==> src/hdl/cnm_pkg.sv <==
// Package for the comfort noise mixer: widths, sequencer codes, control word
// and the fixed shaping filter coefficients. No dependencies.
package cnm_pkg;

  localparam int STATE_WIDTH_DEF = 40;
  localparam int SAMPLE_W        = 16;
  localparam int WORD_W          = 16;
  localparam int GAIN_W          = 18;
  localparam int COEF_W          = 16;
  localparam int DLY_RST_W       = 18;
  localparam int NUM_SECTIONS    = 3;
  localparam int SEC_W           = 2;
  localparam int STEP_W          = 3;
  localparam int FRAC_BITS       = 14;
  localparam int ROUND_Q14       = 8192;
  localparam int Q2_SHIFT        = 12;
  localparam int ROUND_Q2        = 2048;
  localparam int MIX_SHIFT       = 18;
  localparam int NOISE_OFFSET    = 32768;
  localparam int SAMPLE_MAX      = 32767;
  localparam int SAMPLE_MIN      = -32768;

  typedef logic [SEC_W-1:0] sec_idx_t;

  typedef enum logic [2:0] {
    ST_IDLE,
    ST_SEC,
    ST_MIX_MUL,
    ST_MIX_ACC,
    ST_MIX_OUT
  } state_t;

  typedef enum logic [STEP_W-1:0] {
    SP_MUL_B0,
    SP_MUL_B1,
    SP_OUT_Y,
    SP_MUL_A1,
    SP_MUL_B2,
    SP_UPD_D0,
    SP_ACC_A2,
    SP_UPD_D1
  } step_t;

  typedef enum logic [2:0] {
    CO_B0,
    CO_B1,
    CO_B2,
    CO_NA1,
    CO_NA2
  } coef_sel_t;

  typedef enum logic [1:0] {
    OPB_X,
    OPB_Y,
    OPB_YQ2
  } opb_sel_t;

  typedef enum logic [1:0] {
    ACC_HOLD,
    ACC_LOAD_RND,
    ACC_ADD,
    ACC_LOAD_MIX
  } acc_op_t;

  typedef struct packed {
    coef_sel_t coef;
    opb_sel_t  opb;
    acc_op_t   acc_op;
    logic      y_we;
    logic      d0_we;
    logic      d1_we;
    logic      x_adv;
    logic      out_load;
  } ctrl_t;

  // Feedback coefficients are stored negated so every term is accumulated.
  function automatic logic signed [COEF_W-1:0] coef_lookup(input sec_idx_t sec,
                                                           input coef_sel_t sel);
    logic signed [COEF_W-1:0] c;
    c = '0;
    case (sec)
      2'd0: begin
        case (sel)
          CO_B0:   c = 16'sd16944;
          CO_B1:   c = -16'sd30007;
          CO_B2:   c = 16'sd13358;
          CO_NA1:  c = 16'sd30081;
          CO_NA2:  c = -16'sd13844;
          default: c = '0;
        endcase
      end
      2'd1: begin
        case (sel)
          CO_B0:   c = 16'sd12060;
          CO_B1:   c = -16'sd14226;
          CO_B2:   c = 16'sd8059;
          CO_NA1:  c = 16'sd14226;
          CO_NA2:  c = -16'sd3736;
          default: c = '0;
        endcase
      end
      2'd2: begin
        case (sel)
          CO_B0:   c = 16'sd9322;
          CO_B1:   c = 16'sd18647;
          CO_B2:   c = 16'sd9322;
          CO_NA1:  c = -16'sd15447;
          CO_NA2:  c = -16'sd5461;
          default: c = '0;
        endcase
      end
      default: c = '0;
    endcase
    return c;
  endfunction

  function automatic logic signed [DLY_RST_W-1:0] delay_reset(input sec_idx_t sec);
    logic signed [DLY_RST_W-1:0] v;
    case (sec)
      2'd0:    v = 18'sd49152;
      2'd1:    v = 18'sd32768;
      2'd2:    v = 18'sd16384;
      default: v = '0;
    endcase
    return v;
  endfunction

endpackage

==> src/hdl/comfort_noise_mixer.sv <==
// Comfort noise mixer: one shared multiplier and accumulator run three biquad
// sections and the gain mix under a step sequencer. Uses cnm_pkg.
// Words are processed one at a time: a new input word is taken only while the sequencer
// is idle, after the 8 steps per section of the shared multiply-accumulate unit plus 3
// mix steps for the previous word; a stalled output holds the sequencer in its mix output step.
// Reset (synchronous, rst_n low): sequencer idle, delays back to 3.0/2.0/1.0, gain 0.
module comfort_noise_mixer #(
  parameter int STATE_WIDTH = cnm_pkg::STATE_WIDTH_DEF
) (
  input  logic                                clk,
  input  logic                                rst_n,
  input  logic                                cfg_valid,
  output logic                                cfg_ready,
  input  logic [cnm_pkg::GAIN_W-1:0]          cfg_noise_gain,
  input  logic                                in_valid,
  output logic                                in_stall,
  input  logic signed [cnm_pkg::SAMPLE_W-1:0] in_sample_in,
  input  logic [cnm_pkg::WORD_W-1:0]          in_random_word,
  input  logic                                in_last_in,
  output logic                                out_valid,
  input  logic                                out_stall,
  output logic signed [cnm_pkg::SAMPLE_W-1:0] out_sample_out,
  output logic                                out_last_out
);
  import cnm_pkg::*;

  localparam int W      = STATE_WIDTH;
  localparam int OPA_W  = GAIN_W + 1;
  localparam int PROD_W = W + OPA_W;
  localparam int ACC_W  = W + 20;

  localparam logic signed [ACC_W-1:0] SAT_HI   = {{(ACC_W-W+1){1'b0}}, {(W-1){1'b1}}};
  localparam logic signed [ACC_W-1:0] SAT_LO   = {{(ACC_W-W+1){1'b1}}, {(W-1){1'b0}}};
  localparam logic signed [ACC_W-1:0] RND_ACC  = ACC_W'(ROUND_Q14);
  localparam logic signed [ACC_W-1:0] MIX_BIAS = ACC_W'((1 << MIX_SHIFT) - 1);
  localparam logic signed [ACC_W-1:0] OUT_HI   = ACC_W'(SAMPLE_MAX);
  localparam logic signed [ACC_W-1:0] OUT_LO   = ACC_W'(SAMPLE_MIN);
  localparam logic signed [W:0]       Q2_RND   = (W+1)'(ROUND_Q2);

  state_t   state_r, state_nxt;
  step_t    step_r, step_nxt;
  sec_idx_t sec_r, sec_nxt;
  ctrl_t    ctrl;

  logic [GAIN_W-1:0]          gain_r;
  logic signed [SAMPLE_W-1:0] sample_r;
  logic                       last_r;
  logic signed [W-1:0]        x_r;
  logic signed [W-1:0]        y_r;
  logic signed [W-1:0]        d0_r [NUM_SECTIONS];
  logic signed [W-1:0]        d1_r [NUM_SECTIONS];
  logic signed [PROD_W-1:0]   prod_r;
  logic signed [ACC_W-1:0]    acc_r, acc_nxt;
  logic                       out_valid_r;
  logic signed [SAMPLE_W-1:0] out_sample_r;
  logic                       out_last_r;

  logic signed [OPA_W-1:0]    opa;
  logic signed [W-1:0]        opb;
  logic signed [W:0]          y_rnd;
  logic signed [PROD_W-1:0]   mul_full;
  logic signed [ACC_W-1:0]    acc_q14;
  logic signed [W-1:0]        addend;
  logic signed [ACC_W-1:0]    sat_arg;
  logic signed [W-1:0]        sat_res;
  logic signed [WORD_W:0]     noise_ctr;
  logic signed [ACC_W-1:0]    mix_q;
  logic signed [SAMPLE_W-1:0] mix_res;
  logic                       in_take;
  logic                       out_blocked;

  assign cfg_ready      = 1'b1;
  assign in_stall       = (state_r != ST_IDLE);
  assign in_take        = in_valid && !in_stall;
  assign out_blocked    = out_valid_r && out_stall;
  assign out_valid      = out_valid_r;
  assign out_sample_out = out_sample_r;
  assign out_last_out   = out_last_r;

  // Sequencer next state.
  always_comb begin
    state_nxt = state_r;
    step_nxt  = step_r;
    sec_nxt   = sec_r;
    case (state_r)
      ST_IDLE: begin
        if (in_valid) begin
          state_nxt = ST_SEC;
          step_nxt  = SP_MUL_B0;
          sec_nxt   = '0;
        end
      end
      ST_SEC: begin
        step_nxt = step_t'(STEP_W'(step_r) + STEP_W'(1));
        if (step_r == SP_UPD_D1) begin
          if (sec_r == SEC_W'(NUM_SECTIONS - 1)) begin
            state_nxt = ST_MIX_MUL;
          end else begin
            sec_nxt = sec_r + SEC_W'(1);
          end
        end
      end
      ST_MIX_MUL: state_nxt = ST_MIX_ACC;
      ST_MIX_ACC: state_nxt = ST_MIX_OUT;
      ST_MIX_OUT: begin
        if (!out_blocked) begin
          state_nxt = ST_IDLE;
        end
      end
      default: state_nxt = ST_IDLE;
    endcase
  end

  // Sequencer outputs: one micro-operation per step.
  always_comb begin
    ctrl = '{coef: CO_B0, opb: OPB_X, acc_op: ACC_HOLD, y_we: 1'b0, d0_we: 1'b0,
             d1_we: 1'b0, x_adv: 1'b0, out_load: 1'b0};
    case (state_r)
      ST_SEC: begin
        case (step_r)
          SP_MUL_B0: begin
            ctrl.coef = CO_B0;
          end
          SP_MUL_B1: begin
            ctrl.acc_op = ACC_LOAD_RND;
            ctrl.coef   = CO_B1;
          end
          SP_OUT_Y: begin
            ctrl.y_we   = 1'b1;
            ctrl.acc_op = ACC_LOAD_RND;
          end
          SP_MUL_A1: begin
            ctrl.coef = CO_NA1;
            ctrl.opb  = OPB_Y;
          end
          SP_MUL_B2: begin
            ctrl.acc_op = ACC_ADD;
            ctrl.coef   = CO_B2;
          end
          SP_UPD_D0: begin
            ctrl.d0_we  = 1'b1;
            ctrl.acc_op = ACC_LOAD_RND;
            ctrl.coef   = CO_NA2;
            ctrl.opb    = OPB_Y;
          end
          SP_ACC_A2: begin
            ctrl.acc_op = ACC_ADD;
          end
          SP_UPD_D1: begin
            ctrl.d1_we = 1'b1;
            ctrl.x_adv = 1'b1;
          end
          default: ctrl.coef = CO_B0;
        endcase
      end
      ST_MIX_MUL: ctrl.opb = OPB_YQ2;
      ST_MIX_ACC: ctrl.acc_op = ACC_LOAD_MIX;
      ST_MIX_OUT: ctrl.out_load = !out_blocked;
      default: ctrl.coef = CO_B0;
    endcase
  end

  // Shared multiplier operands.
  always_comb begin
    y_rnd = (W+1)'(x_r) + Q2_RND;
    case (ctrl.opb)
      OPB_X:   opb = x_r;
      OPB_Y:   opb = y_r;
      OPB_YQ2: opb = W'(y_rnd >>> Q2_SHIFT);
      default: opb = x_r;
    endcase
    if (ctrl.opb == OPB_YQ2) begin
      opa = signed'({1'b0, gain_r});
    end else begin
      opa = OPA_W'(coef_lookup(sec_r, ctrl.coef));
    end
  end

  assign mul_full = opa * opb;

  always_comb begin
    case (ctrl.acc_op)
      ACC_LOAD_RND: acc_nxt = ACC_W'(prod_r) + RND_ACC;
      ACC_ADD:      acc_nxt = acc_r + ACC_W'(prod_r);
      ACC_LOAD_MIX: acc_nxt = (ACC_W'(sample_r) <<< MIX_SHIFT) + ACC_W'(prod_r);
      default:      acc_nxt = acc_r;
    endcase
  end

  // Rounding, delay add and state saturation.
  always_comb begin
    acc_q14 = acc_r >>> FRAC_BITS;
    if (ctrl.y_we) begin
      addend = d0_r[sec_r];
    end else if (ctrl.d0_we) begin
      addend = d1_r[sec_r];
    end else begin
      addend = '0;
    end
    sat_arg = acc_q14 + ACC_W'(addend);
    if (sat_arg > SAT_HI) begin
      sat_res = W'(SAT_HI);
    end else if (sat_arg < SAT_LO) begin
      sat_res = W'(SAT_LO);
    end else begin
      sat_res = W'(sat_arg);
    end
  end

  // Truncation toward zero and output saturation.
  always_comb begin
    mix_q = (acc_r + (acc_r[ACC_W-1] ? MIX_BIAS : ACC_W'(0))) >>> MIX_SHIFT;
    if (mix_q > OUT_HI) begin
      mix_res = SAMPLE_W'(SAMPLE_MAX);
    end else if (mix_q < OUT_LO) begin
      mix_res = SAMPLE_W'(SAMPLE_MIN);
    end else begin
      mix_res = SAMPLE_W'(mix_q);
    end
  end

  assign noise_ctr = signed'({1'b0, in_random_word}) - (WORD_W+1)'(NOISE_OFFSET);

  always_ff @(posedge clk) begin
    if (!rst_n) begin
      state_r     <= ST_IDLE;
      step_r      <= SP_MUL_B0;
      sec_r       <= '0;
      gain_r      <= '0;
      out_valid_r <= 1'b0;
      for (int i = 0; i < NUM_SECTIONS; i++) begin
        d0_r[SEC_W'(i)] <= W'(delay_reset(SEC_W'(i)));
        d1_r[SEC_W'(i)] <= W'(delay_reset(SEC_W'(i)));
      end
    end else begin
      state_r     <= state_nxt;
      step_r      <= step_nxt;
      sec_r       <= sec_nxt;
      out_valid_r <= ctrl.out_load || out_blocked;
      if (cfg_valid && cfg_ready) begin
        gain_r <= cfg_noise_gain;
      end
      if (ctrl.d0_we) begin
        d0_r[sec_r] <= sat_res;
      end
      if (ctrl.d1_we) begin
        d1_r[sec_r] <= sat_res;
      end
    end
  end

  always_ff @(posedge clk) begin
    prod_r <= mul_full;
    acc_r  <= acc_nxt;
    if (in_take) begin
      sample_r <= in_sample_in;
      last_r   <= in_last_in;
      x_r      <= W'(noise_ctr) <<< FRAC_BITS;
    end else if (ctrl.x_adv) begin
      x_r <= y_r;
    end
    if (ctrl.y_we) begin
      y_r <= sat_res;
    end
    if (ctrl.out_load) begin
      out_sample_r <= mix_res;
      out_last_r   <= last_r;
    end
  end

  a_accept_starts: assert property (@(posedge clk) disable iff (!rst_n)
    in_take |=> state_r == ST_SEC && step_r == SP_MUL_B0 && sec_r == '0)
    else $error("accepted word did not start the first section");

  a_sec_range: assert property (@(posedge clk) disable iff (!rst_n)
    sec_r <= SEC_W'(NUM_SECTIONS - 1))
    else $error("section index out of range");

  a_mix_after_last: assert property (@(posedge clk) disable iff (!rst_n)
    state_r == ST_SEC && step_r == SP_UPD_D1 && sec_r == SEC_W'(NUM_SECTIONS - 1)
    |=> state_r == ST_MIX_MUL)
    else $error("mix did not follow the last section");

  a_out_from_mix: assert property (@(posedge clk) disable iff (!rst_n)
    $rose(out_valid_r) |-> $past(state_r) == ST_MIX_OUT && state_r == ST_IDLE)
    else $error("output word loaded outside the mix step");

endmodule
==> config.mk <==
export PLATFORM = sky130hd
export DESIGN_NAME = comfort_noise_mixer
export DESIGN_NICKNAME = d
export VERILOG_FILES = /design/src/hdl/cnm_pkg.sv /design/src/hdl/comfort_noise_mixer.sv
export SDC_FILE = /design/constraint.sdc
export NUM_CORES = 2
export LEC_CHECK = 0
export ABC_CLOCK_PERIOD_IN_PS = 13200
export BUFFER_PORTS_ARGS = -buffer_cell sky130_fd_sc_hd__buf_4
export CAP_MARGIN = 20
export CORE_MARGIN = 2
export CORE_UTILIZATION = 55
export CTS_CLUSTER_DIAMETER = 200
export DETAILED_ROUTE_END_ITERATION = 8
export PLACE_DENSITY = 0.71
export SLEW_MARGIN = 20
export SYNTH_ARGS = -nofsm -noshare
export SYNTH_HDL_FRONTEND = slang
export SYNTH_SLANG_ARGS = --single-unit
==> constraint.sdc <==
create_clock -name clk -period 13.2 [get_ports clk]
set_input_delay 0.66 -clock clk [delete_from_list [all_inputs] [get_ports clk]]
set_output_delay 0.66 -clock clk [all_outputs]
set_load 0.01 [all_outputs]
==> flow_summary_export.csv <==
group,metric,value,unit
drt,vias_per_cell,6.19,
timing,fin_crit,10.48,ns
worst_hold_path,min_path_type,"in2reg",
clock_tree,cts_resized,0,
critical_path,setup.worst_path.class,"reg2reg",
clock_tree,ctsHoldBuffers,0,
power_and_ir_drop,pwr-share-clk,0.191,
job,drv_cap,0,
synth,yosysWarnings,0,
synth,synth_edf_count,480,
clock_tree,cts_buffers,59,
clock_tree,root_buffer,"clkbuf_16",
power_and_ir_drop,p_per_area,140,nW/um^2
die,initial_core_util,0.554,
layout,nets,7216,
layout,register_area,16500,sq um
critical_path,rrSetupSlack,2.72,ns
synth,synth.top_cell.area_share,0.246,
power_and_ir_drop,p_int,4.94,mW
timing,holdWs,0.173,ns
run_status,outcome,"finished, final reports clean",
die,core,107000,sq um
synth,synthFlopType,"edfxtp_1",
placed_design,port_buffers,74,
timing,post-route-period-util,0.794,
power_and_ir_drop,p_seq_frac,0.272,
layout,nFillCells,9279,
clock_tree,h-tree-depth,2,
drt,ant_nets,0,
die,design.die.area,111000,sq um
timing,fmax,95.4,MHz
power_and_ir_drop,ir_drop,0.184,mV
layout,multi_input_area,39100,sq um
critical_path,max_stage_delay,0.57,ns
global_routing,antenna_found_initial,9,
layout,drive_above_1_share,0.0700,
layout,area_growth,6.89,%
power_and_ir_drop,leakage,28.4,nW
synth,synth.distinct_cells,79,
drt,drc_errors,0,
power_and_ir_drop,total_power,8.89,mW
synth,async_reset_ff_frac,0,
synth,syn_area,59300,sq um
critical_path,cp-start-kind,"register",
drt,vias,46751,
drt,routedWlPerCell,24.8,microns
synth,syn_avg_cell_area,9.63,sq um
clock_tree,clkTransAtPathRegs,0.07,ns
clock_tree,clk_latency,0.67,ns
global_routing,grt_use_total,0.340,
die,rows,120,
timing,slew_viol_final,0,
synth,synth-seq-area-share,0.277,
clock_tree,cts_setup_buffers,0,
worst_hold_path,hold_start,"in_sample_in[9]",
timing,final.setup.tns,0,ns
synth,synth_seq_cells,582,
power_and_ir_drop,netSwitchingPower,3.95,mW
synth,synth_common_cells,"784 x nand2_1, 774 x inv_1, 740 x nor2_1, 730 x fa_1, 480 x edfxtp_1",
die,die-height,332,microns
synth,yosysTopAreaCell,"fa_1",
critical_path,cp_data_arrival_time,11.07,ns
timing,rsz0062_at_grt,"no",
placed_design,dp_hpwl,139,mm
synth,syn_inst,6161,
clock_tree,cts_buffer_depth,3,
global_routing,first_global_vias,46742,
clock_tree,cts_tree,"built",
global_routing,grt_max_degree,64,
critical_path,slowest_stage,"fa_1",
timing,slew-limit-headroom,0.266,
synth,synthesis.nets,7278,
clock_tree,cts_sinks,582,
power_and_ir_drop,switching_share,0.444,
global_routing,overflow,0,
placed_design,routabilityCongestion,0.975,
critical_path,r2r_start,"state_r[2]",
drt,detail_route.first_pass.iterations,9,
synth,yosysMostFrequentCell,"nand2_1",
critical_path,startpoint,"state_r[2]",
critical_path,path_max_fanout,34,
timing,worst_slew_pin_slew,1.10,ns
critical_path,end_kind,"register",
die,fp.dieW,332,microns
die,io_pins,76,
timing,finalHoldViolCount,0,
timing,setup_viol,0,
drt,drt_wl_total,187,mm
timing,skew,0.0416,ns
global_routing,grt_pass1_wl,284,mm
synth,synth_area_leaders,"fa_1 25%, edfxtp_1 24%, ha_1 7.0%",
critical_path,crit_required,13.79,ns
drt,drtIter0Drc,5532,
power_and_ir_drop,pwr-share-comb,0.537,
critical_path,cpMostUsedCell,"fa_1",
## state kept, by name, summed over array words and instances (netlist names), named ones only
name and cells:
sec_r 2, out_valid 1, x_r 40, sample_r 16, state_r 3, out_sample_out 16, last_r 1, gain_r 18
acc_r 60, out_last_out 1, prod_r 59, d0_r 160, d1_r 160, step_r 3, y_r 40
## stage by stage
stage | setup slack (ns) | cell area [sq um] | cells | util
6_report | 2.72 | 63400 | 7553 | 0.592
5_1_grt | 2.20 | 63400 | 7551 | 0.592
4_1_cts | 3.00 | 63400 | 7550 | 0.592
3_5_place_dp | 3.03 | 61500 | 7441 | 0.574
3_3_place_gp | 3.30 | 61500 | 7441 | 0.574
2_1_floorplan | 4.14 | 59300 | 6161 | -
## critical path, delay by kind of cell, from the launching register on
family | cells | cell delay, ns
AOI/OAI and AO/OA | 13 | 3.36
buffers and inverters | 6 | 0.83
xor gates and xnor gates | 2 | 0.33
DFF | 1 | 0.39
adders and majority gates | 8 | 3.90
and+or+nand+nor | 6 | 1.57
## final timing paths
| kind | end | cells past startpoint |
|---|---|---|
| max | prod_r[55] | 35 |
| min | sample_r[9] | 1 |
| max reg2reg | prod_r[55] | 35 |
| min reg2reg | out_last_out | 0 |
## logic make-up (layout without fill, tap and decap cells)
kind of cell / Yosys count / in the layout / synth area share
AND/OR/NAND/NOR: 1968 / 1968 / 0.141
AO/OA/AOI/OAI: 1071 / 1071 / 0.117
buffers and inverters: 1071 / 1057 / 0.0683
adder cells (fa/ha/maj): 1061 / 1061 / 0.316
flip-flops: 582 / 582 / 0.277
XOR/XNOR: 270 / 270 / 0.0399
multiplexers: 137 / 137 / 0.0399
other: 1 / 4 / 0.0000632
## cell usage in the layout, fill, tap and decap left out, drive strengths merged, types with 15 or more instances in the layout
cell type,n
nand2,784
inv,780
nor2,740
fa,730
edfxtp,480
ha,331
a21oi,290
o21ai,232
buf,172
xnor2,165
a21o,139
nand3,108
xor2,105
dfxtp,102
a22o,87
mux4,78
clkbuf,71
and2,62
nand4,50
o21a,49
nor3,48
nor2b,43
mux2i,41
and3,41
a31oi,40
o21bai,34
nand2b,27
a211oi,27
o211ai,27
clkinv,27
a22oi,20
mux2,18
and4,17
or2,15
## final cells by class
type	instances	share of cell area
antenna	3	0.000118
clock buffer	71	0.0246
clock inverter	38	0.00560
inverter	776	0.0459
multi-input combinational	4508	0.616
sequential	582	0.260
tap	1403	0.0277
timing repair buffer	172	0.0204
## power groups by stage
stage                     combinational [mW]  sequential, mW  clock, mW
after floorplan                         3.30            2.29          0
after global routing                    5.21            2.41       1.78
after global placement                  4.64            2.44          0
after CTS                               4.70            2.40       1.71
after detailed placement                4.65            2.44          0
final                                   4.78            2.41       1.70
## metal layers
metal  vias to the layer above  global-route usage  routed length [microns]
met5                         -                   0                      114
met4                        14               0.134                     8390
met3                       460              0.0717                    20100
met2                      2497               0.531                    85100
met1                     23357               0.466                    73500
li1                      20423                   -                        -
Power figures use the tool's default switching activity.
